`config.mk`:
```
export PLATFORM = sky130hd
export DESIGN_NAME = ttrb_isqrt
export DESIGN_NICKNAME = d
export VERILOG_FILES = /design/src/design/ttrb_pkg.sv /design/src/design/ttrb_isqrt.sv
export SDC_FILE = /design/constraint.sdc
export NUM_CORES = 2
export LEC_CHECK = 0
export BUFFER_PORTS_ARGS = -buffer_cell sky130_fd_sc_hd__buf_2
export CORE_ASPECT_RATIO = 0.5
export CORE_UTILIZATION = 25
export CTS_BUF_LIST = sky130_fd_sc_hd__clkbuf_2
export DETAILED_ROUTE_END_ITERATION = 6
export SLEW_MARGIN = 20
export SYNTH_ARGS = -nofsm -noshare
export SYNTH_HDL_FRONTEND = slang
export SYNTH_SLANG_ARGS = --single-unit
```
`constraint.sdc`:
```
create_clock -name clock -period 5.25 [get_ports clock]
set_input_delay 1.05 -clock clock [delete_from_list [all_inputs] [get_ports clock]]
set_output_delay 1.05 -clock clock [all_outputs]
set_load 0.02 [all_outputs]
```
`src/design/ttrb_pkg.sv`:
```
// Shared constants, types and the arctangent table of the reach-time estimator.
// Used by every design module but the checker; no dependencies.
package ttrb_pkg;

   localparam int CORDIC_STEPS = 16;
   localparam int POS_W        = 15;
   localparam int DIFF_W       = 16;
   localparam int ANG_W        = 16;
   localparam int Z_W          = 24;
   localparam int CX_W         = 27;
   localparam int TIME_W       = 16;
   localparam int RAD_W        = 52;
   localparam int ROOT_W       = RAD_W / 2;
   localparam int NUM_W        = 26;
   localparam int DEN_W        = 16;
   localparam int SUM_W        = NUM_W + 3;

   // pipeline schedule, stage numbers of the top level
   localparam int LAT_CORDIC   = CORDIC_STEPS + 2;
   localparam int S_ANG        = 1 + LAT_CORDIC;
   localparam int S_AMT        = S_ANG + 1;
   localparam int S_DIV_IN     = 4 + ROOT_W;
   localparam int S_Q          = S_DIV_IN + NUM_W;
   localparam int S_SUM        = S_Q + 1;
   localparam int S_OUT        = S_SUM + 1;

   localparam logic [1:0] CSR_FALLEN  = 2'd0;
   localparam logic [1:0] CSR_UNSEEN  = 2'd1;
   localparam logic [1:0] CSR_BONUS   = 2'd2;

   localparam logic [19:0] MS_PER_S_SQ = 20'd1000000;
   localparam logic [9:0]  MS_PER_S    = 10'd1000;
   localparam logic [ANG_W:0] HALF_TURN = (ANG_W+1)'(1 << (ANG_W - 1));
   localparam logic [Z_W-1:0] Z_HALF    = Z_W'(1 << (Z_W - 1));
   localparam logic [Z_W-1:0] Z_ROUND   = Z_W'(1 << (Z_W - ANG_W - 1));

   typedef struct packed {
      logic [ANG_W-1:0] heading;
      logic             fallen;
      logic             seen;
      logic [9:0]       walk_speed;
      logic [DEN_W-1:0] turn_speed;
      logic [DEN_W-1:0] circle_speed;
   } side_type;

   // atan(2^-i) in 2^-24 turn
   function automatic logic [Z_W-1:0] atan_val(input int i);
      logic [Z_W-1:0] v;
      v = '0;
      unique case (i)
         0: v = 24'd2097152;   1: v = 24'd1238021;   2: v = 24'd654136;
         3: v = 24'd332050;    4: v = 24'd166669;    5: v = 24'd83416;
         6: v = 24'd41718;     7: v = 24'd20860;     8: v = 24'd10430;
         9: v = 24'd5215;     10: v = 24'd2608;     11: v = 24'd1304;
        12: v = 24'd652;      13: v = 24'd326;      14: v = 24'd163;
        15: v = 24'd81;       16: v = 24'd41;       17: v = 24'd20;
        18: v = 24'd10;       19: v = 24'd5;        20: v = 24'd3;
        21: v = 24'd1;        22: v = 24'd1;
        default: v = '0;
      endcase
      return v;
   endfunction

endpackage

```
`src/design/ttrb_isqrt.sv`:
```
// Pipelined integer square root, two radicand bits per stage.
// Every stage is registered; depends on ttrb_pkg.
module ttrb_isqrt (
   input  logic                          clock,
   input  logic                          en,
   input  logic [ttrb_pkg::RAD_W-1:0]    radicand,
   output logic [ttrb_pkg::ROOT_W-1:0]   root
);
   import ttrb_pkg::*;

   localparam int REM_W = ROOT_W + 4;

   logic [REM_W-1:0]  rem_ff  [0:ROOT_W-1];
   logic [ROOT_W-1:0] root_ff [0:ROOT_W-1];
   logic [RAD_W-1:0]  val_ff  [0:ROOT_W-1];

   for (genvar k = 0; k < ROOT_W; k++) begin : g_stage
      logic [REM_W-1:0]  p_rem, r2, trial;
      logic [ROOT_W-1:0] p_root;
      logic [RAD_W-1:0]  p_val;
      if (k == 0) begin : g_first
         assign p_rem  = '0;
         assign p_root = '0;
         assign p_val  = radicand;
      end else begin : g_next
         assign p_rem  = rem_ff[k-1];
         assign p_root = root_ff[k-1];
         assign p_val  = val_ff[k-1];
      end
      assign r2    = {p_rem[REM_W-3:0], p_val[RAD_W-1 -: 2]};
      assign trial = {p_root, 2'b01};
      always_ff @(posedge clock) begin
         if (en) begin
            val_ff[k] <= p_val << 2;
            if (r2 >= trial) begin
               rem_ff[k]  <= r2 - trial;
               root_ff[k] <= {p_root[ROOT_W-2:0], 1'b1};
            end else begin
               rem_ff[k]  <= r2;
               root_ff[k] <= {p_root[ROOT_W-2:0], 1'b0};
            end
         end
      end
   end

   assign root = root_ff[ROOT_W-1];

endmodule

```
# After elaboration in Yosys (flattened, before gate mapping)
# Memories as Yosys holds them, arrays and structs flattened.
# Cells that the tools add are included.
# Widths: inputs -> output; s select.
[classes]
addsub = 26
n_lt_le_gt_ge = 26
muxes = 210
n_bitwise = 52
[op_table]
columns = ["cell", "n"]
rows = [
  ["$mux 30", 26],
  ["$ge 30x28->1", 25],
  ["$sub 30x28->30", 25],
  ["$mux 26", 26],
  ["$mux 1", 158],
  ["$or 1x1->1", 52],
  ["$sub 2x1->3 const B", 1],
  ["$ge 2x1->1 const B", 1],
]
[word_totals]
reg_bits = 0
ramBits = 2756
input_bits = 54
output_inout_bits = 26
n_memories = 3
[mem_list]
columns = ["name", "depth", "word_bits", "rd", "rd_ports_with_merged_regs", "write_ports", "line_no", "rtl"]
rows = [
  ["val_ff", 26, 50, 25, 0, 26, "ttrb_isqrt.sv:15", "logic [RAD_W-1:0] val_ff [0:ROOT_W-1];"],
  ["rem_ff", 26, 30, 25, 0, 26, "ttrb_isqrt.sv:13", "logic [REM_W-1:0] rem_ff [0:ROOT_W-1];"],
  ["root_ff", 26, 26, 26, 0, 26, "ttrb_isqrt.sv:14", "logic [ROOT_W-1:0] root_ff [0:ROOT_W-1];"],
]

# Longest topological paths before layout
# An unclocked memory read counts as a cell.
[logic_depth]
ltp_word = 6
mapped_depth = 14
mapped_depth_nobuf = 13

# Worst setup path before layout
# OpenSTA, ideal clock, no wires.
[synth_path]
kind = "input-to-reg"
start = "input port en"
end = "memory rem_ff[0][450] (netlist bit), enable pin"
setup_ns = 0.416
arrival_time_ns = 3.316
required_ns = 4.834
path_slack_ns = 1.517
path_stages = 5
path_buffers = 5
path_cell_list = "clkbuf_1 clkbuf_1 clkbuf_1 clkbuf_1 clkbuf_1"
[synth_lines]
columns = ["element", "line_no", "rtl"]
rows = [
  ["start: declaration", "ttrb_isqrt.sv:5", "input logic en,"],
  ["end: declaration", "ttrb_isqrt.sv:13", ""],
]

==> impl_metrics.py <==
metrics = {
    "placement": {
        "port-buffer-count": 79,
        "place_area_um2": 82590,
        "dp_hpwl_um": 90710,
        "dp_cells": 9979,
        "gp_congestion": 0.8507,
    },
    "grt": {
        "grtUsageMet2_pct": 13.20,
        "grt_pass1_vias": 44065,
        "grt_util_met3_pct": 2.137,
        "grt_pass1_wl_um": 216100,
        "use_met1_pct": 10.61,
        "grt_max_degree": 167,
        "gr-max-usage-layer": "met2",
        "overflow": 0,
        "grt_usage_pct": 8.216,
        "antenna_found_initial": 8,
    },
    "worst_setup_path": {
        "critical_path_class": "reg -> reg",
        "crit_chain": "ha_1 -> nor2b_1 -> o31ai_1 -> a211oi_1 -> o211ai_1 -> a21oi_1 -> o31a_1 -> nor3b_4 -> buf_4 -> mux2_1",
        "critPathMaxStageDelay_ns": 0.45,
        "crit_arrival_ns": 5.12,
        "crit_required_ns": 6.55,
        "crit_family": "compound AO/OA/AOI/OAI gates",
        "cp-end-kind": "register",
        "crit_path_top_delay_cell": "o31ai_1",
        "cp-start-kind": "register",
        "critical_path_buf_inv_count": 1,
        "worstPathMaxFanout": 50,
    },
    "die": {
        "die_area_um2": 310900,
        "ios": 80,
        "core_um2": 305200,
        "start_util_pct": 25.27,
        "rows": 143,
        "die_w_um": 787.5,
        "fp.dieH_um": 394.8,
    },
    "route": {
        "antenna_left": 0,
        "totalWireLength_um": 133900,
        "drc_errors": 0,
        "via_per_inst": 4.210,
        "dr.pass1.iters": 5,
        "drtIter0Drc": 2689,
        "wl_per_cell_um": 12.50,
        "vias": 45106,
    },
    "sta": {
        "whs_ns": 0.2912,
        "finalSetupViolCount": 0,
        "slew_violations": 0,
        "max_freq_mhz": 261.6,
        "fin_crit_ns": 3.822,
        "fin_tns_setup_ns": 0,
        "max_slew_margin_pct": 38.19,
        "finClkSkew_ns": 0.1916,
        "rsz0062_at_grt": "false",
        "timing.final.hold_violations": 0,
        "worst_slew_pin_slew_ns": 0.9271,
        "fin_crit_sh_pct": 72.80,
    },
    "logic_synthesis": {
        "ys_types": 87,
        "synth_async_sr_flop_share_pct": 0,
        "syn_nets": 6349,
        "ys_warn_count": 0,
        "synth_seq_cells": 1664,
        "synth_edf_count": 1663,
        "syn_inst": 5915,
        "netlist_area_um2": 77130,
        "synth.avg_cell_area_um2": 13.04,
        "synth_flop_cell": "edfxtp_1",
        "yosysSeqAreaShare_pct": 64.77,
    },
    "clock_tree": {
        "cts_tree": "done",
        "cts_root_buffer": "clkbuf_2",
        "cts_buffers": 372,
        "clock_sinks": 1664,
        "cts_buffer_depth": 4,
        "cts_resized": 0,
        "clock_latency_ns": 1.70,
        "cts.clk_slew.worst_paths_ns": 0.11,
        "cts_htree_levels": 5,
    },
    "final_layout": {
        "nets": 6818,
        "final_area_um2": 86780,
        "area_delta_synth_final_pct": 12.51,
        "layout_commonest_cell": "edfxtp_1",
        "fillers": 31186,
        "final_cells": 10715,
        "drive_gt1_share_pct": 11.56,
        "final_cell_mix": "edfxtp_1, clkbuf_2, inv_1",
    },
    "pwr": {
        "comb_power_share_pct": 20.6,
        "p_clk_share_pct": 24.9,
        "switchingPower_w": 0.009789,
        "power_per_cell_area_nw_per_um2": 374.3,
        "ir_drop_v": 0.0002040,
        "p_leak_nw": 32.72,
        "pwr-share-seq_pct": 54.5,
        "total_power_w": 0.03248,
        "swShare_pct": 30.14,
        "p_int_w": 0.02269,
    },
    "min_path": {
        "hold_class": "in -> reg",
    },
    "run_status": {
        "outcome": "complete, no violations",
    },
    "job": {
        "maxCapViolations": 0,
    },
}
## power by group through the flow
stage	combinational (W)	sequential, W	clock, W
after CTS	0.00668	0.0177	0.00863
after global routing	0.00751	0.0179	0.00922
after detailed placement	0.00659	0.0180	0
after floorplan	0.00527	0.0176	0
final	0.00668	0.0177	0.00810
after global placement	0.00647	0.0180	0
## logic make-up after synthesis
family / count (synthesis) / share of synthesized area [%]
multiplexers: 52 / 0.7430
AO/OA/AOI/OAI: 1129 / 9.110
XOR/XNOR: 544 / 6.177
buffers and inverters: 592 / 2.917
adder cells (fa/ha/maj): 380 / 6.164
AND/OR/NAND/NOR: 1554 / 10.12
flip-flops: 1664 / 64.77
## per-stage QoR
stage,utilization [%],worst slack [ns]
global placement,27.06,1.163
finish,28.43,1.428
floorplan,-,1.517
detailed placement,27.06,1.112
CTS,28.42,1.436
global route,28.43,1.255
## cell usage after synthesis, drive strengths merged, types with 47 or more instances
master / count / share of area (%)
a21o: 119 / 1.2
a21oi: 328 / 2.1
clkbuf: 104 / 0.51
edfxtp: 1663 / 65
ha: 380 / 6.2
inv: 466 / 2.3
nand2: 399 / 1.9
nand2b: 83 / 0.67
nand3: 107 / 0.71
nand4: 47 / 0.38
nor2: 357 / 1.7
nor2b: 50 / 0.41
nor3: 155 / 1.0
nor4: 82 / 0.69
o21a: 69 / 0.67
o21ai: 315 / 2.0
or3: 69 / 0.56
xnor2: 260 / 3.0
xor2: 284 / 3.2
## worst paths after layout
path	cells after the start	to	start	slack, ns
hold reg to reg	0	val_ff[0][99]	val_ff[0][47]	0.32
setup reg to reg	10	rem_ff[1][262]	rem_ff[1][210]	1.43
hold / removal	2	val_ff[0][28]	radicand[28]	0.29
setup / recovery	10	rem_ff[1][262]	rem_ff[1][210]	1.43
## state kept, by name, indices dropped and copies added (netlist names)
signal   count
rem_ff     663
val_ff     650
root_ff    351
## timing repair
action                                 in CTS  in global routing
hold buffers                               91                  0
setup endpoints to repair                   0                  0
endpoints found under the hold margin     215                  0
setup buffers                               0                  0
## worst reg2reg max path: cells and delay by family (launching register included)
kind,cells,cell delay [ns]
muxes,1,0.39
buffers and inverters,1,0.45
adders and majority gates,1,0.38
AOI/OAI and AO/OA,5,1.58
and+or+nand+nor,2,0.39
DFF,1,0.42
## layer usage
metal | routed length [um] | vias up
met5 | 72 | -
met4 | 4148 | 10
met3 | 6536 | 348
met2 | 59710 | 931
met1 | 63470 | 20819
li1 | - | 22998
## layout make-up
cell class,count,area [um^2],share of cell area (%)
Tap cell,4060,5080,5.854
Clock buffer,548,2743,3.160
Multi-Input combinational cell,3659,24950,28.75
Timing Repair Buffer,219,1752,2.019
Clock inverter,86,511.7,0.5897
Sequential cell,1664,49960,57.57
Antenna cell,11,27.53,0.03172
Inverter,468,1757,2.024
Note: power is estimated with default switching activity, not from simulation.
