==> config.mk <==
export PLATFORM = sky130hd
export DESIGN_NAME = ttrb_div
export DESIGN_NICKNAME = d
export VERILOG_FILES = /design/src/design/ttrb_pkg.sv /design/src/design/ttrb_div.sv
export SDC_FILE = /design/constraint.sdc
export NUM_CORES = 2
export LEC_CHECK = 0
export ABC_AREA = 1
export BUFFER_PORTS_ARGS = -buffer_cell sky130_fd_sc_hd__buf_4
export CAP_MARGIN = 20
export CORE_ASPECT_RATIO = 0.75
export CORE_MARGIN = 2
export CORE_UTILIZATION = 40
export DETAILED_ROUTE_END_ITERATION = 10
export PLACE_DENSITY = 0.59
export SYNTH_ARGS = -nofsm -noshare
export SYNTH_HDL_FRONTEND = slang
export SYNTH_SLANG_ARGS = --single-unit
export TNS_END_PERCENT = 5
==> constraint.sdc <==
create_clock -name clock -period 2.26 [get_ports clock]
set_input_delay 0.226 -clock clock [delete_from_list [all_inputs] [get_ports clock]]
set_output_delay 0.226 -clock clock [all_outputs]
set_load 0.05 [all_outputs]
==> src/design/ttrb_pkg.sv <==
// Shared constants, types and the arctangent table of the reach-time estimator.
// Used by every design module but the checker; no dependencies.
package ttrb_pkg;

   localparam int CORDIC_STEPS = 16;
   localparam int POS_W        = 15;
   localparam int DIFF_W       = 16;
   localparam int ANG_W        = 16;
   localparam int Z_W          = 24;
   localparam int CX_W         = 27;
   localparam int TIME_W       = 16;
   localparam int RAD_W        = 52;
   localparam int ROOT_W       = RAD_W / 2;
   localparam int NUM_W        = 26;
   localparam int DEN_W        = 16;
   localparam int SUM_W        = NUM_W + 3;

   // pipeline schedule, stage numbers of the top level
   localparam int LAT_CORDIC   = CORDIC_STEPS + 2;
   localparam int S_ANG        = 1 + LAT_CORDIC;
   localparam int S_AMT        = S_ANG + 1;
   localparam int S_DIV_IN     = 4 + ROOT_W;
   localparam int S_Q          = S_DIV_IN + NUM_W;
   localparam int S_SUM        = S_Q + 1;
   localparam int S_OUT        = S_SUM + 1;

   localparam logic [1:0] CSR_FALLEN  = 2'd0;
   localparam logic [1:0] CSR_UNSEEN  = 2'd1;
   localparam logic [1:0] CSR_BONUS   = 2'd2;

   localparam logic [19:0] MS_PER_S_SQ = 20'd1000000;
   localparam logic [9:0]  MS_PER_S    = 10'd1000;
   localparam logic [ANG_W:0] HALF_TURN = (ANG_W+1)'(1 << (ANG_W - 1));
   localparam logic [Z_W-1:0] Z_HALF    = Z_W'(1 << (Z_W - 1));
   localparam logic [Z_W-1:0] Z_ROUND   = Z_W'(1 << (Z_W - ANG_W - 1));

   typedef struct packed {
      logic [ANG_W-1:0] heading;
      logic             fallen;
      logic             seen;
      logic [9:0]       walk_speed;
      logic [DEN_W-1:0] turn_speed;
      logic [DEN_W-1:0] circle_speed;
   } side_type;

   // atan(2^-i) in 2^-24 turn
   function automatic logic [Z_W-1:0] atan_val(input int i);
      logic [Z_W-1:0] v;
      v = '0;
      unique case (i)
         0: v = 24'd2097152;   1: v = 24'd1238021;   2: v = 24'd654136;
         3: v = 24'd332050;    4: v = 24'd166669;    5: v = 24'd83416;
         6: v = 24'd41718;     7: v = 24'd20860;     8: v = 24'd10430;
         9: v = 24'd5215;     10: v = 24'd2608;     11: v = 24'd1304;
        12: v = 24'd652;      13: v = 24'd326;      14: v = 24'd163;
        15: v = 24'd81;       16: v = 24'd41;       17: v = 24'd20;
        18: v = 24'd10;       19: v = 24'd5;        20: v = 24'd3;
        21: v = 24'd1;        22: v = 24'd1;
        default: v = '0;
      endcase
      return v;
   endfunction

endpackage

==> src/design/ttrb_div.sv <==
// Pipelined restoring divider, one quotient bit per stage; a zero divisor
// gives an all-ones quotient. Every stage is registered; depends on ttrb_pkg.
module ttrb_div (
   input  logic                         clock,
   input  logic                         en,
   input  logic [ttrb_pkg::NUM_W-1:0]   num,
   input  logic [ttrb_pkg::DEN_W-1:0]   den,
   output logic [ttrb_pkg::NUM_W-1:0]   quo
);
   import ttrb_pkg::*;

   logic [DEN_W:0]   rem_ff [0:NUM_W-1];
   logic [NUM_W-1:0] q_ff   [0:NUM_W-1];
   logic [DEN_W-1:0] d_ff   [0:NUM_W-1];

   for (genvar k = 0; k < NUM_W; k++) begin : g_stage
      logic [DEN_W:0]   p_rem, r2;
      logic [NUM_W-1:0] p_q;
      logic [DEN_W-1:0] p_d;
      if (k == 0) begin : g_first
         assign p_rem = '0;
         assign p_q   = num;
         assign p_d   = den;
      end else begin : g_next
         assign p_rem = rem_ff[k-1];
         assign p_q   = q_ff[k-1];
         assign p_d   = d_ff[k-1];
      end
      // q carries the remaining numerator bits in and quotient bits out
      assign r2 = {p_rem[DEN_W-1:0], p_q[NUM_W-1]};
      always_ff @(posedge clock) begin
         if (en) begin
            d_ff[k] <= p_d;
            if (r2 >= {1'b0, p_d}) begin
               rem_ff[k] <= r2 - {1'b0, p_d};
               q_ff[k]   <= {p_q[NUM_W-2:0], 1'b1};
            end else begin
               rem_ff[k] <= r2;
               q_ff[k]   <= {p_q[NUM_W-2:0], 1'b0};
            end
         end
      end
   end

   assign quo = q_ff[NUM_W-1];

endmodule

# ---- Word-level counts from Yosys, hierarchy flattened
# Memories as Yosys holds them, arrays and structs flattened.
# Cells that the tools add are included.
dict set report op_classes {
  mul 0
  n_shift 0
  reduce_logical 0
  magnitude_cmp 26
  addsub 26
  eq_ne 0
  n_bitwise 52
  div_mod_pow 0
  n_mux 210
}
# op count
set op_table {}
lappend op_table {{two-way mux 26 bit} 26}
lappend op_table {{two-way mux 17 bit} 26}
lappend op_table {{>= comparator 17 x 16 -> 1 bit} 25}
lappend op_table {{subtractor 17 x 16 -> 17 bit} 25}
lappend op_table {{two-way mux 1 bit} 158}
lappend op_table {{bitwise OR 1 bit} 52}
lappend op_table {{subtractor 1 x 16 -> 17 bit} 1}
lappend op_table {{>= comparator 1 x 16 -> 1 bit} 1}
dict set report totals {
  romBits 0
  n_memories 3
  word_cells 317
  latch_bits 0
  mem_bits_rw 1534
  register_bits 0
}
# memory words width rd rd_ports_with_merged_regs wr line_no
set mem_list {}
lappend mem_list {q_ff 26 26 26 0 26 ttrb_div.sv:13} ;# logic [NUM_W-1:0] q_ff [0:NUM_W-1];
lappend mem_list {rem_ff 26 17 25 0 26 ttrb_div.sv:12} ;# logic [DEN_W:0] rem_ff [0:NUM_W-1];
lappend mem_list {d_ff 26 16 25 0 26 ttrb_div.sv:14} ;# logic [DEN_W-1:0] d_ff [0:NUM_W-1];

# ---- Longest topological paths before layout
# An unclocked memory read counts as a cell.
dict set report depth {
  ltp_word 6
  mapped_depth 14
}

# ---- Worst setup path after synthesis
# Ideal clock, no wire load.
dict set report synth_timing {
  path_kind {input-to-reg}
  from {input port en}
  to {memory q_ff[0][0] (enable)}
  setup_ns 0.414
  cell_stages 2
  t_arrival_ns 1.673
  path_slack_ns 0.173
  cell_sequence {clkbuf_1 -> clkbuf_1}
}
# item line_no
set synth_rtl {}
lappend synth_rtl {{from (decl)} ttrb_div.sv:5} ;# input logic en,
lappend synth_rtl {{to (decl)} ttrb_div.sv:13}

==> results.md <==
* Status: completed
* Antenna diodes at 0
* CP Buf/Inv Count at 2
* Pwr dens at around 1200 nW/um2
* Die ar. at 196900 um2
* Static Leak at approximately 44 nW
* Yosys reg bits at ~1500
* First-pass GRT wire length at 293.6 mm
* Routed len/inst at ~16 um
* Row count at roughly 140
* Vias in the first global route at 52078
* Largest area contributor in the synthesized netlist: edfxtp_1
* H-tree levels at 4
* CP Launch Point: d_ff[0][139]
* DR pass1 iterations at 8
* Routed wire length at ~190 mm
* Worst Hold Class: in2reg
* Crit Path Category: reg2reg
* Total grt overflow at 0
* VDD IR max at between 0.8 and 0.9 mV
* Critical path destination: rem_ff[0][164]
* Syn_nets at just under 9000
* Netlist cell types at 36
* Starting Density at 40.32%
* CTS buffer count at about 150
* RSZ-0062 raised after global routing: true
* Core Footprint at approximately 190000 um2
* TritonCTS clock tree: yes
* Gpl congestion at roughly 0.9
* Detail Route Antenna Nets at 0
* Setup WS post-layout at between 40 and 50 ps
* Synthesis Warnings at 0
* Post-synth top flop: edfxtp_1
* Design Power at around 110 mW
* Crit path launch type: register
* Die span in x at 511.8 um
* Fin crit period at about 2200 ps
* CP Capture Type: register
* Gr busiest metal: met2
* Worst path slowest cell: edfxtp_1
* Port bufs at 69
* Initial antenna violation count at 2
* Max cap viols at 0
* # DRC at 0
* CP Depth at 10
* DP Wirelength at between 100 and 150 mm
* Crit-path most repeated cell: nand2_1
* Seq/Total Area, Yosys at 57.29%
* Gate Count Post-Synth at 8371
* GR Util met2 at 28.79%
* CP arrival at roughly 2800 ps
* Top-count cell post-synth: nand2_1
* Final cycle utilization of the critical path at 98.01%
* Setup violators final at 0
* Dpl ws at -298.7 ps
* Vias/cell at approximately 4.8
* Crit-path max cell delay at roughly 410 ps
* Syn avg cell area at between 9 and 10 um2
* DRT iter0 DRCs at about 4800
* Reg2Reg Depth at 10
* # clock sinks at roughly 1500
* Flop2flop setup slack at approximately 45 ps
* CP top delay family: simple AND/OR/NAND/NOR gates
* Worst slew pin tran at between 900 and 1000 ps
* Clk Latency, worst-skew pair at ~800 ps
* Setup Skew at around 25 ps
* All-Layer GR Usage at between 10% and 20%
* Crit path cell chain: inv_1 -> ha_2 -> nand2_1 -> nor2_1 -> nand2_1 -> nor3_4 -> nor2_4 -> buf_12 -> nand3_1 -> nand2_1
* Reg-to-Reg End: rem_ff[0][164]
* P&R area growth vs syn at 18.66%
* Nets at around 9400
* Final Hold Viols at 0
* Crit Path Max Fanout at 7
* Share of cells above drive strength 1 at between 10% and 20%
* Io pins at 70
* Max Freq at 451.5 MHz
* Req. time, crit path at between 2000 and 3000 ps
* Met3 usage at 2.680%
* Reg-to-reg startpoint: d_ff[0][139]
* Top cells by area, synth: edfxtp_1, nand2_1, inv_1
* Total vias in the final route at 55302
* Clock-pin slew on the worst setup and hold paths at approximately 60 ps
* Synth top cells by count: nand2_1, inv_1, edfxtp_1, nand3_1, ha_1
* Post-synth EDFFs at around 1500
* Synth async-reset ratio at 0%
* Top cell type's share of synthesized area at between 50% and 60%
* GR Layer Usage met1 at 28.48%
* Largest net degree at the start of global routing at about 150
* Clock Tree Root: clkbuf_16
* Clk buf depth at 3
* Slew Viols, Final at 0
* Mapped cell area at 77350 um2
* Worst hold slack at ~160 ps
* Die H at around 380 um
* Slew headroom at a little over a third
* Layout filler cell count at approximately 18000
==> flip-flops by register name, summed over array words and instances, names as in the netlist <==
signal	flops
q_ff	676
d_ff	400
rem_ff	400
==> placed cells by master (no fill, tap or decap), types with 11 or more instances in the layout <==
| cell type | Yosys | final |
|---|---|---|
| clkbuf_1 | 30 | 27 |
| edfxtp_1 | 1475 | 1475 |
| and3_1 | 11 | 11 |
| buf_4 | 12 | 457 |
| buf_12 | 0 | 31 |
| nor2_1 | 393 | 369 |
| ha_4 | 0 | 102 |
| clkinv_2 | 0 | 17 |
| nor2_2 | 2 | 22 |
| a21oi_2 | 0 | 21 |
| ha_1 | 402 | 267 |
| and2_1 | 21 | 19 |
| o21bai_1 | 24 | 11 |
| nand2_4 | 12 | 25 |
| a21oi_1 | 163 | 141 |
| inv_2 | 3 | 21 |
| fa_1 | 24 | 17 |
| nor3_2 | 6 | 16 |
| xnor2_1 | 35 | 35 |
| nand3_1 | 679 | 664 |
| nand2_1 | 3002 | 2933 |
| nor3_1 | 82 | 70 |
| nand4_1 | 106 | 106 |
| a21oi_4 | 13 | 14 |
| clkinv_1 | 0 | 21 |
| nand3_2 | 0 | 15 |
| bufinv_16 | 0 | 19 |
| o21bai_2 | 0 | 12 |
| buf_6 | 25 | 16 |
| or2_1 | 11 | 11 |
| dlygate4sd3_1 | 0 | 43 |
| nand2_2 | 36 | 90 |
| inv_1 | 1614 | 1596 |
| clkbuf_16 | 0 | 155 |
| ha_2 | 0 | 33 |
| xor2_1 | 119 | 119 |
==> final cells by class <==
class / count / area [um2] / area share [%]
Clock buffer: 180 / 3930 / 4.282
Clock inverter: 91 / 1197 / 1.305
Inverter: 1617 / 6070 / 6.613
Multi-Input combinational cell: 5173 / 28340 / 30.88
Sequential cell: 1476 / 44310 / 48.28
Tap cell: 2538 / 3176 / 3.460
Timing Repair Buffer: 551 / 4755 / 5.180
==> kinds of logic (layout without fill, tap and decap cells) <==
group           Yosys count  after routing  share of synthesized area, %
simple gates           4367           4369                         23.22
fa+ha+maj               426            426                         7.124
compound gates          224            224                         1.889
flops                  1476           1476                         57.29
buf+inv                1724           2439                         8.732
xor+xnor                154            154                         1.744
==> per-layer routing <==
metal / share of wire (%) / vias up / wire, um
met4: 2.2 / 0 / 4180
li1: - / 28064 / -
met1: 49 / 25616 / 93220
met2: 43 / 1363 / 81560
met3: 5.5 / 259 / 10520
met5: 0 / - / 0
==> stage by stage <==
stage                     utilization, %  TNS [ps]  std cells  cell area (um2)
after floorplan                        -         0       8371            77350
after global placement             43.65     -5351      11270            83740
after detailed placement           43.65     -6890      11270            83740
after CTS                          46.67    -7.585      11587            89530
after global routing               47.85     -2937      11626            91780
final                              47.85         0      11626            91780
==> what timing repair did <==
item | 4_1_cts | 5_1_grt
cloned | 0 | 4
resized for setup | 30 | 340
hold buffers | 43 | 0
hold endpoints to repair | 87 | 0
buffers inserted | 3 | 35
pin swaps | 1 | 30
setup endpoints to repair | 98 | 388
==> report_power, final <==
group / internal (mW) / switching (mW)
combinational: 17.7 / 28.1
sequential: 36.8 / 3.53
clock: 14.8 / 11.1
total: 69.4 / 42.7
==> worst min path at each step <==
| stage | start | cells after the start | endpoint | slack, ps |
|---|---|---|---|---|
| detailed placement | q_ff[0][86] | 0 | q_ff[0][113] | 400 |
| global placement | q_ff[0][190] | 0 | q_ff[0][217] | 400 |
| floorplan | den[0] | 0 | d_ff[0][0] | 320 |
| CTS | num[20] | 2 | q_ff[0][21] | 80 |
| global route | num[11] | 2 | q_ff[0][12] | 120 |
| finish | num[10] | 2 | q_ff[0][11] | 160 |
Power figures use the tool's default switching activity.
