### config.mk
export PLATFORM = sky130hd
export DESIGN_NAME = ttrb_cordic
export DESIGN_NICKNAME = d
export VERILOG_FILES = /design/src/design/ttrb_pkg.sv /design/src/design/ttrb_cordic.sv
export SDC_FILE = /design/constraint.sdc
export NUM_CORES = 2
export LEC_CHECK = 0
export ABC_AREA = 1
export BUFFER_PORTS_ARGS = -buffer_cell sky130_fd_sc_hd__buf_2
export CAP_MARGIN = 25
export CORE_MARGIN = 3
export CORE_UTILIZATION = 40
export CTS_BUF_LIST = sky130_fd_sc_hd__clkbuf_8
export DETAILED_ROUTE_END_ITERATION = 8
export PLACE_DENSITY_LB_ADDON = 0.12
export SYNTH_ARGS = -nofsm -noshare
export SYNTH_HDL_FRONTEND = slang
export SYNTH_SLANG_ARGS = --single-unit
### constraint.sdc
create_clock -name clock -period 10 [get_ports clock]
set_input_delay 1 -clock clock [delete_from_list [all_inputs] [get_ports clock]]
set_output_delay 1 -clock clock [all_outputs]
set_load 0.02 [all_outputs]
### src/design/ttrb_pkg.sv
// Shared constants, types and the arctangent table of the reach-time estimator.
// Used by every design module but the checker; no dependencies.
package ttrb_pkg;

   localparam int CORDIC_STEPS = 16;
   localparam int POS_W        = 15;
   localparam int DIFF_W       = 16;
   localparam int ANG_W        = 16;
   localparam int Z_W          = 24;
   localparam int CX_W         = 27;
   localparam int TIME_W       = 16;
   localparam int RAD_W        = 52;
   localparam int ROOT_W       = RAD_W / 2;
   localparam int NUM_W        = 26;
   localparam int DEN_W        = 16;
   localparam int SUM_W        = NUM_W + 3;

   // pipeline schedule, stage numbers of the top level
   localparam int LAT_CORDIC   = CORDIC_STEPS + 2;
   localparam int S_ANG        = 1 + LAT_CORDIC;
   localparam int S_AMT        = S_ANG + 1;
   localparam int S_DIV_IN     = 4 + ROOT_W;
   localparam int S_Q          = S_DIV_IN + NUM_W;
   localparam int S_SUM        = S_Q + 1;
   localparam int S_OUT        = S_SUM + 1;

   localparam logic [1:0] CSR_FALLEN  = 2'd0;
   localparam logic [1:0] CSR_UNSEEN  = 2'd1;
   localparam logic [1:0] CSR_BONUS   = 2'd2;

   localparam logic [19:0] MS_PER_S_SQ = 20'd1000000;
   localparam logic [9:0]  MS_PER_S    = 10'd1000;
   localparam logic [ANG_W:0] HALF_TURN = (ANG_W+1)'(1 << (ANG_W - 1));
   localparam logic [Z_W-1:0] Z_HALF    = Z_W'(1 << (Z_W - 1));
   localparam logic [Z_W-1:0] Z_ROUND   = Z_W'(1 << (Z_W - ANG_W - 1));

   typedef struct packed {
      logic [ANG_W-1:0] heading;
      logic             fallen;
      logic             seen;
      logic [9:0]       walk_speed;
      logic [DEN_W-1:0] turn_speed;
      logic [DEN_W-1:0] circle_speed;
   } side_type;

   // atan(2^-i) in 2^-24 turn
   function automatic logic [Z_W-1:0] atan_val(input int i);
      logic [Z_W-1:0] v;
      v = '0;
      unique case (i)
         0: v = 24'd2097152;   1: v = 24'd1238021;   2: v = 24'd654136;
         3: v = 24'd332050;    4: v = 24'd166669;    5: v = 24'd83416;
         6: v = 24'd41718;     7: v = 24'd20860;     8: v = 24'd10430;
         9: v = 24'd5215;     10: v = 24'd2608;     11: v = 24'd1304;
        12: v = 24'd652;      13: v = 24'd326;      14: v = 24'd163;
        15: v = 24'd81;       16: v = 24'd41;       17: v = 24'd20;
        18: v = 24'd10;       19: v = 24'd5;        20: v = 24'd3;
        21: v = 24'd1;        22: v = 24'd1;
        default: v = '0;
      endcase
      return v;
   endfunction

endpackage

### src/design/ttrb_cordic.sv
// Pipelined vectoring CORDIC: direction of (dx, dy) in 2^-16 turn.
// Input, rotation steps and output are all registered; depends on ttrb_pkg.
module ttrb_cordic (
   input  logic                          clock,
   input  logic                          en,
   input  logic signed [ttrb_pkg::DIFF_W-1:0] dx,
   input  logic signed [ttrb_pkg::DIFF_W-1:0] dy,
   output logic [ttrb_pkg::ANG_W-1:0]    angle
);
   import ttrb_pkg::*;

   logic signed [CX_W-1:0] x_ff [0:CORDIC_STEPS];
   logic signed [CX_W-1:0] y_ff [0:CORDIC_STEPS];
   logic [Z_W-1:0]         z_ff [0:CORDIC_STEPS];
   logic                   zero_ff [0:CORDIC_STEPS];
   logic [ANG_W-1:0]       ang_ff;
   logic signed [CX_W-1:0] x0_in, y0_in;
   logic [Z_W-1:0]         z0_in, zr;

   // fold the left half plane onto the right one
   always_comb begin
      x0_in = CX_W'(dx) <<< 8;
      y0_in = CX_W'(dy) <<< 8;
      z0_in = '0;
      if (dx < 0) begin
         x0_in = -x0_in;
         y0_in = -y0_in;
         z0_in = Z_HALF;
      end
   end

   always_ff @(posedge clock) begin
      if (en) begin
         x_ff[0]    <= x0_in;
         y_ff[0]    <= y0_in;
         z_ff[0]    <= z0_in;
         zero_ff[0] <= (dx == 0) && (dy == 0);
      end
   end

   for (genvar i = 0; i < CORDIC_STEPS; i++) begin : g_step
      logic signed [CX_W-1:0] xs, ys;
      assign xs = x_ff[i] >>> i;
      assign ys = y_ff[i] >>> i;
      always_ff @(posedge clock) begin
         if (en) begin
            zero_ff[i+1] <= zero_ff[i];
            if (y_ff[i] < 0) begin
               x_ff[i+1] <= x_ff[i] - ys;
               y_ff[i+1] <= y_ff[i] + xs;
               z_ff[i+1] <= z_ff[i] - atan_val(i);
            end else begin
               x_ff[i+1] <= x_ff[i] + ys;
               y_ff[i+1] <= y_ff[i] - xs;
               z_ff[i+1] <= z_ff[i] + atan_val(i);
            end
         end
      end
   end

   assign zr = z_ff[CORDIC_STEPS] + Z_ROUND;

   // coincident points have direction 0
   always_ff @(posedge clock) begin
      if (en) begin
         ang_ff <= zero_ff[CORDIC_STEPS] ? '0 : zr[Z_W-1 -: ANG_W];
      end
   end

   assign angle = ang_ff;

endmodule

After elaboration in Yosys (flattened, before gate mapping)
Memories as Yosys holds them, arrays and structs flattened.
Cells that the tools add are included.

storage, ports and cells
  flip-flop bits (word level) = 16
  output and inout port bits = 16
  memories kept = 4
  input bits = 34
  memory bits (writable) = 1343
  word-level logic and storage cells = 320

memory list
  memory   depth  width  rd ports  clocked after Yosys merged registers in  write ports  line               source
  x_ff     17     27     16        0                                        17           ttrb_cordic.sv:12  logic signed [CX_W-1:0] x_ff [0:CORDIC_STEPS];
  y_ff     17     27     16        0                                        17           ttrb_cordic.sv:13  logic signed [CX_W-1:0] y_ff [0:CORDIC_STEPS];
  z_ff     17     24     17        0                                        17           ttrb_cordic.sv:14  logic [Z_W-1:0] z_ff [0:CORDIC_STEPS];
  zero_ff  17     1      17        0                                        17           ttrb_cordic.sv:15  logic zero_ff [0:CORDIC_STEPS];

cells by class
  multiplexer cells = 149
  $add $sub $neg = 98
  order comparisons = 17
  bitwise logic cells = 48
  reductions and logical operators = 3

operators by type and width
  cell                   number
  $mux W27               34
  $lt A27 B1 Y1 const B  16
  $mux W24               17
  $mux W1                98
  $logic_not A32 Y1      2
  $add A27 B12 Y27       2
  $add A27 B13 Y27       2
  $add A27 B14 Y27       2
  $add A27 B15 Y27       2
  $add A27 B16 Y27       2
  $add A27 B17 Y27       2
  $add A27 B18 Y27       2
  $add A27 B19 Y27       2
  $add A27 B20 Y27       2
  $add A27 B21 Y27       2
  $add A27 B22 Y27       2
  $add A27 B23 Y27       2
  $add A27 B24 Y27       2
  $add A27 B25 Y27       2
  $add A27 B26 Y27       2
  $neg A24 Y27           2
  $sub A27 B12 Y27       2
  $sub A27 B13 Y27       2
  $sub A27 B14 Y27       2
  other kinds (49)       110

Longest topological paths before layout
  depth after elaboration = 5
  depth in mapped cells = 22
  mapped depth without buffers = 22

Worst setup path before layout
No wires, ideal clock.

  kind = in2reg
  start = input en
  end = memory x_ff[10][0] (enable)
  library setup time = 0.462 ns
  required time = 9.538 ns
  arrival = 3.656 ns
  stages = 4
  slack = 5.882 ns
  buffers on the path = 4
  cells stage by stage = buf_6 > buf_4 > clkbuf_1 > clkbuf_1

RTL lines
  element             line               source
  start: declaration  ttrb_cordic.sv:5   input logic en,
  end: declaration    ttrb_cordic.sv:12

==> flow_summary.json <==
{
  "hold_buffers": 0,
  "arrival_ns": 5.16,
  "synthTopCellsByCount": "nand2_1, inv_1, nor2_1, a21oi_1, edfxtp_1",
  "final_area_um2": 115000,
  "synth_most_common_cell": "nand2_1",
  "htree_levels": 4,
  "yosys.cell_types.count": 57,
  "drv_cap": 0,
  "reg2reg_to": "y_ff[8][26]",
  "crit_end": "y_ff[8][26]",
  "hold_path.class": "input pin to flip-flop",
  "io_buffers": 49,
  "yosys_warnings": 0,
  "track_usage_pct": 24.5,
  "synth-edff-count": 1089,
  "synth.avg_cell_area_um2": 7.17,
  "crit_path_max_fanout": 41,
  "via_count": 98000,
  "hold_violations": 0,
  "max-slew-margin-rel_pct": 34.6,
  "drt-vias-per-instance": 5.22,
  "core_area_um2": 264000,
  "io_pins": 50,
  "post-synth-top-area-cell": "edfxtp_1",
  "critPathKind": "input pin to flip-flop",
  "synthTopCellsByArea": "edfxtp_1, nand2_1, ha_1, xor2_1, inv_1",
  "maxSlewViolCount": 0,
  "grt.overflow.total": 0,
  "critPathRequiredTime_ns": 10.72,
  "ff2ff_setup_slack_ns": 5.64,
  "path_clk_slew_ns": 0.05,
  "synth-main-ff-cell": "edfxtp_1",
  "row_count": 188,
  "finalClockSkew_ns": 0.0839,
  "grt_pass1_wl_um": 531000,
  "synth_top_area_share_pct": 30.7,
  "wl_um": 345000,
  "async_flop_share_pct": 0,
  "setup_violations": 0,
  "synth_cells": 14900,
  "grt_pass1_vias": 93100,
  "nets": 16200,
  "dieArea_um2": 273000,
  "yosys.area_share.simple_pct": 28.0,
  "hpwl_um": 286000,
  "route.detailed.drc": 0,
  "drtIter0Drc": 7745,
  "synth_xor_area_share_pct": 9.35,
  "r2r_cells": 17,
  "timing.rr.start": "y_ff[7][26]",
  "status": "finished clean",
  "routabilityCongestion": 0.962,
  "clk_latency_ns": 1.04,
  "post_dp_cell_area_um2": 111000,
  "syn_area_um2": 107000,
  "antenna_found_initial": 6,
  "area_growth_pct": 8.09,
  "route.detailed.wl_per_inst_um": 18.4,
  "cts_sinks": 1089,
  "synth-seq-cells": 1089,
  "chipHeight_um": 522,
  "fmax_ghz": 0.225,
  "period_minus_slack_ns": 4.44,
  "synth_top_family_by_area": "simple AND/OR/NAND/NOR gates",
  "ys_seq_area_share_pct": 30.7,
  "synth_adder_area_share_pct": 13.1,
  "setup_tns_ns": 0,
  "rsz0062_at_grt": "false",
  "ant_nets": 0,
  "firstDrtPassIters": 6,
  "cp-start-kind": "input pin",
  "start_util_pct": 40.4,
  "cts-root-buf": "clkbuf_8",
  "ctsResizeCount": 0,
  "drive_gt1_share_pct": 2.87,
  "startpoint": "en",
  "fillCellCount": 27800,
  "grt_max_degree": 161,
  "fin_crit_sh_pct": 44.4,
  "synth.area.mux_share_pct": 0.0188,
  "synth_compound_area_share_pct": 11.6,
  "die_x_um": 522,
  "end_kind": "flip-flop",
  "worst_pin_slew_ns": 0.981,
  "numCtsBuffers": 210,
  "max-clock-path-buffers": 4,
  "cts_tree": "yes",
  "post_cts_buffers": 0
}
-- layer usage --
metal / track usage (%) / part of all wire, % / up-vias / wire length (µm)
met2: 42.4 / 48 / 2395 / 164000
met4: 7.21 / 3.1 / 2 / 10500
met3: 2.31 / 4.3 / 526 / 14900
li1: - / - / 50100 / -
met5: 0 / 0.0038 / - / 13
met1: 32.4 / 45 / 45000 / 155000
-- flip-flops by register name, summed over array words and instances, names as in the netlist --
| register | count |
|---|---|
| zero_ff | 17 |
| angle | 16 |
| y_ff | 373 |
| z_ff | 323 |
| x_ff | 360 |
-- cell usage in the layout (no fill, tap or decap), types with 10 or more instances in the layout --
cell / n
a211oi_1: 17
a21boi_0: 13
a21o_1: 65
a21oi_1: 1193
a31oi_1: 30
and2_1: 37
and3_1: 19
buf_2: 48
buf_4: 39
bufinv_16: 18
clkbuf_8: 212
clkinv_1: 46
clkinv_2: 33
clkinvlp_4: 14
edfxtp_1: 1089
fa_1: 34
ha_1: 1066
inv_1: 1956
nand2_1: 3934
nand3_1: 934
nand3b_1: 34
nand4_1: 293
nor2_1: 1638
nor2_2: 10
nor3_1: 244
nor4_1: 33
o211ai_1: 16
o21a_1: 37
o21ai_0: 735
o21ai_1: 21
o21bai_1: 112
o31ai_1: 41
or2_2: 24
xnor2_1: 245
xor2_1: 892
-- how the worst min path moves through the flow --
stage	startpoint	endpoint	slack (ns)	cells after the start
2_1_floorplan	z_ff[10][1]	z_ff[11][1]	0.40	0
3_3_place_gp	zero_ff[9]	zero_ff[10]	0.40	0
4_1_cts	dx[0]	x_ff[0][8]	0.16	1
6_report	dx[0]	x_ff[0][8]	0.26	1
3_5_place_dp	z_ff[11][1]	z_ff[12][1]	0.40	0
5_1_grt	dx[0]	x_ff[0][8]	0.22	1
-- kinds of logic (layout without fill, tap and decap cells) --
group                      Yosys count  after routing
and+or+nand+nor                   7220           7220
buffers and inverters             2026           2385
xor gates and xnor gates          1138           1138
DFF                               1089           1089
muxes                                2              2
other                                1              6
adders and majority gates         1100           1100
AOI/OAI and AO/OA                 2305           2305
-- final cells by class --
cell class | count | area [µm²] | share of cell area, %
timing repair buffer | 89 | 568 | 0.493
clock inverter | 165 | 1240 | 1.07
inverter | 1919 | 7210 | 6.25
clock buffer | 212 | 2920 | 2.53
sequential | 1089 | 32700 | 28.4
antenna | 4 | 10.0 | 0.00868
multi-input combinational | 11800 | 66300 | 57.5
tap | 3515 | 4400 | 3.81
-- critical path: stages --
cell and delay (ns):
buf_8 0.28, inv_6 0.28, nor2_2 0.70, buf_4 0.38
inv_2 0.37, o21ai_0 0.42, inv_1 0.10, fa_1 0.43
nand3b_1 0.17, nand2_1 0.19, nand2_1 0.07, nand2_1 0.18
nand2_1 0.08, nand2_1 0.15, nand2_1 0.09, inv_1 0.06
nor2_1 0.03, nand2_1 0.05, nand2_1 0.04
-- metrics by stage --
step,hold slack [ns],util [%],setup slack [ns],cells
6_report,0.255,43.7,5.56,18800
5_1_grt,0.219,43.7,5.07,18800
4_1_cts,0.161,43.7,5.58,18800
3_5_place_dp,0.405,42.1,4.40,18400
3_3_place_gp,0.401,42.1,4.42,18400
2_1_floorplan,0.400,-,5.88,14900
Power is not shown: default switching activity piles up to over one toggle a cycle in this logic, so the estimate is an artifact.
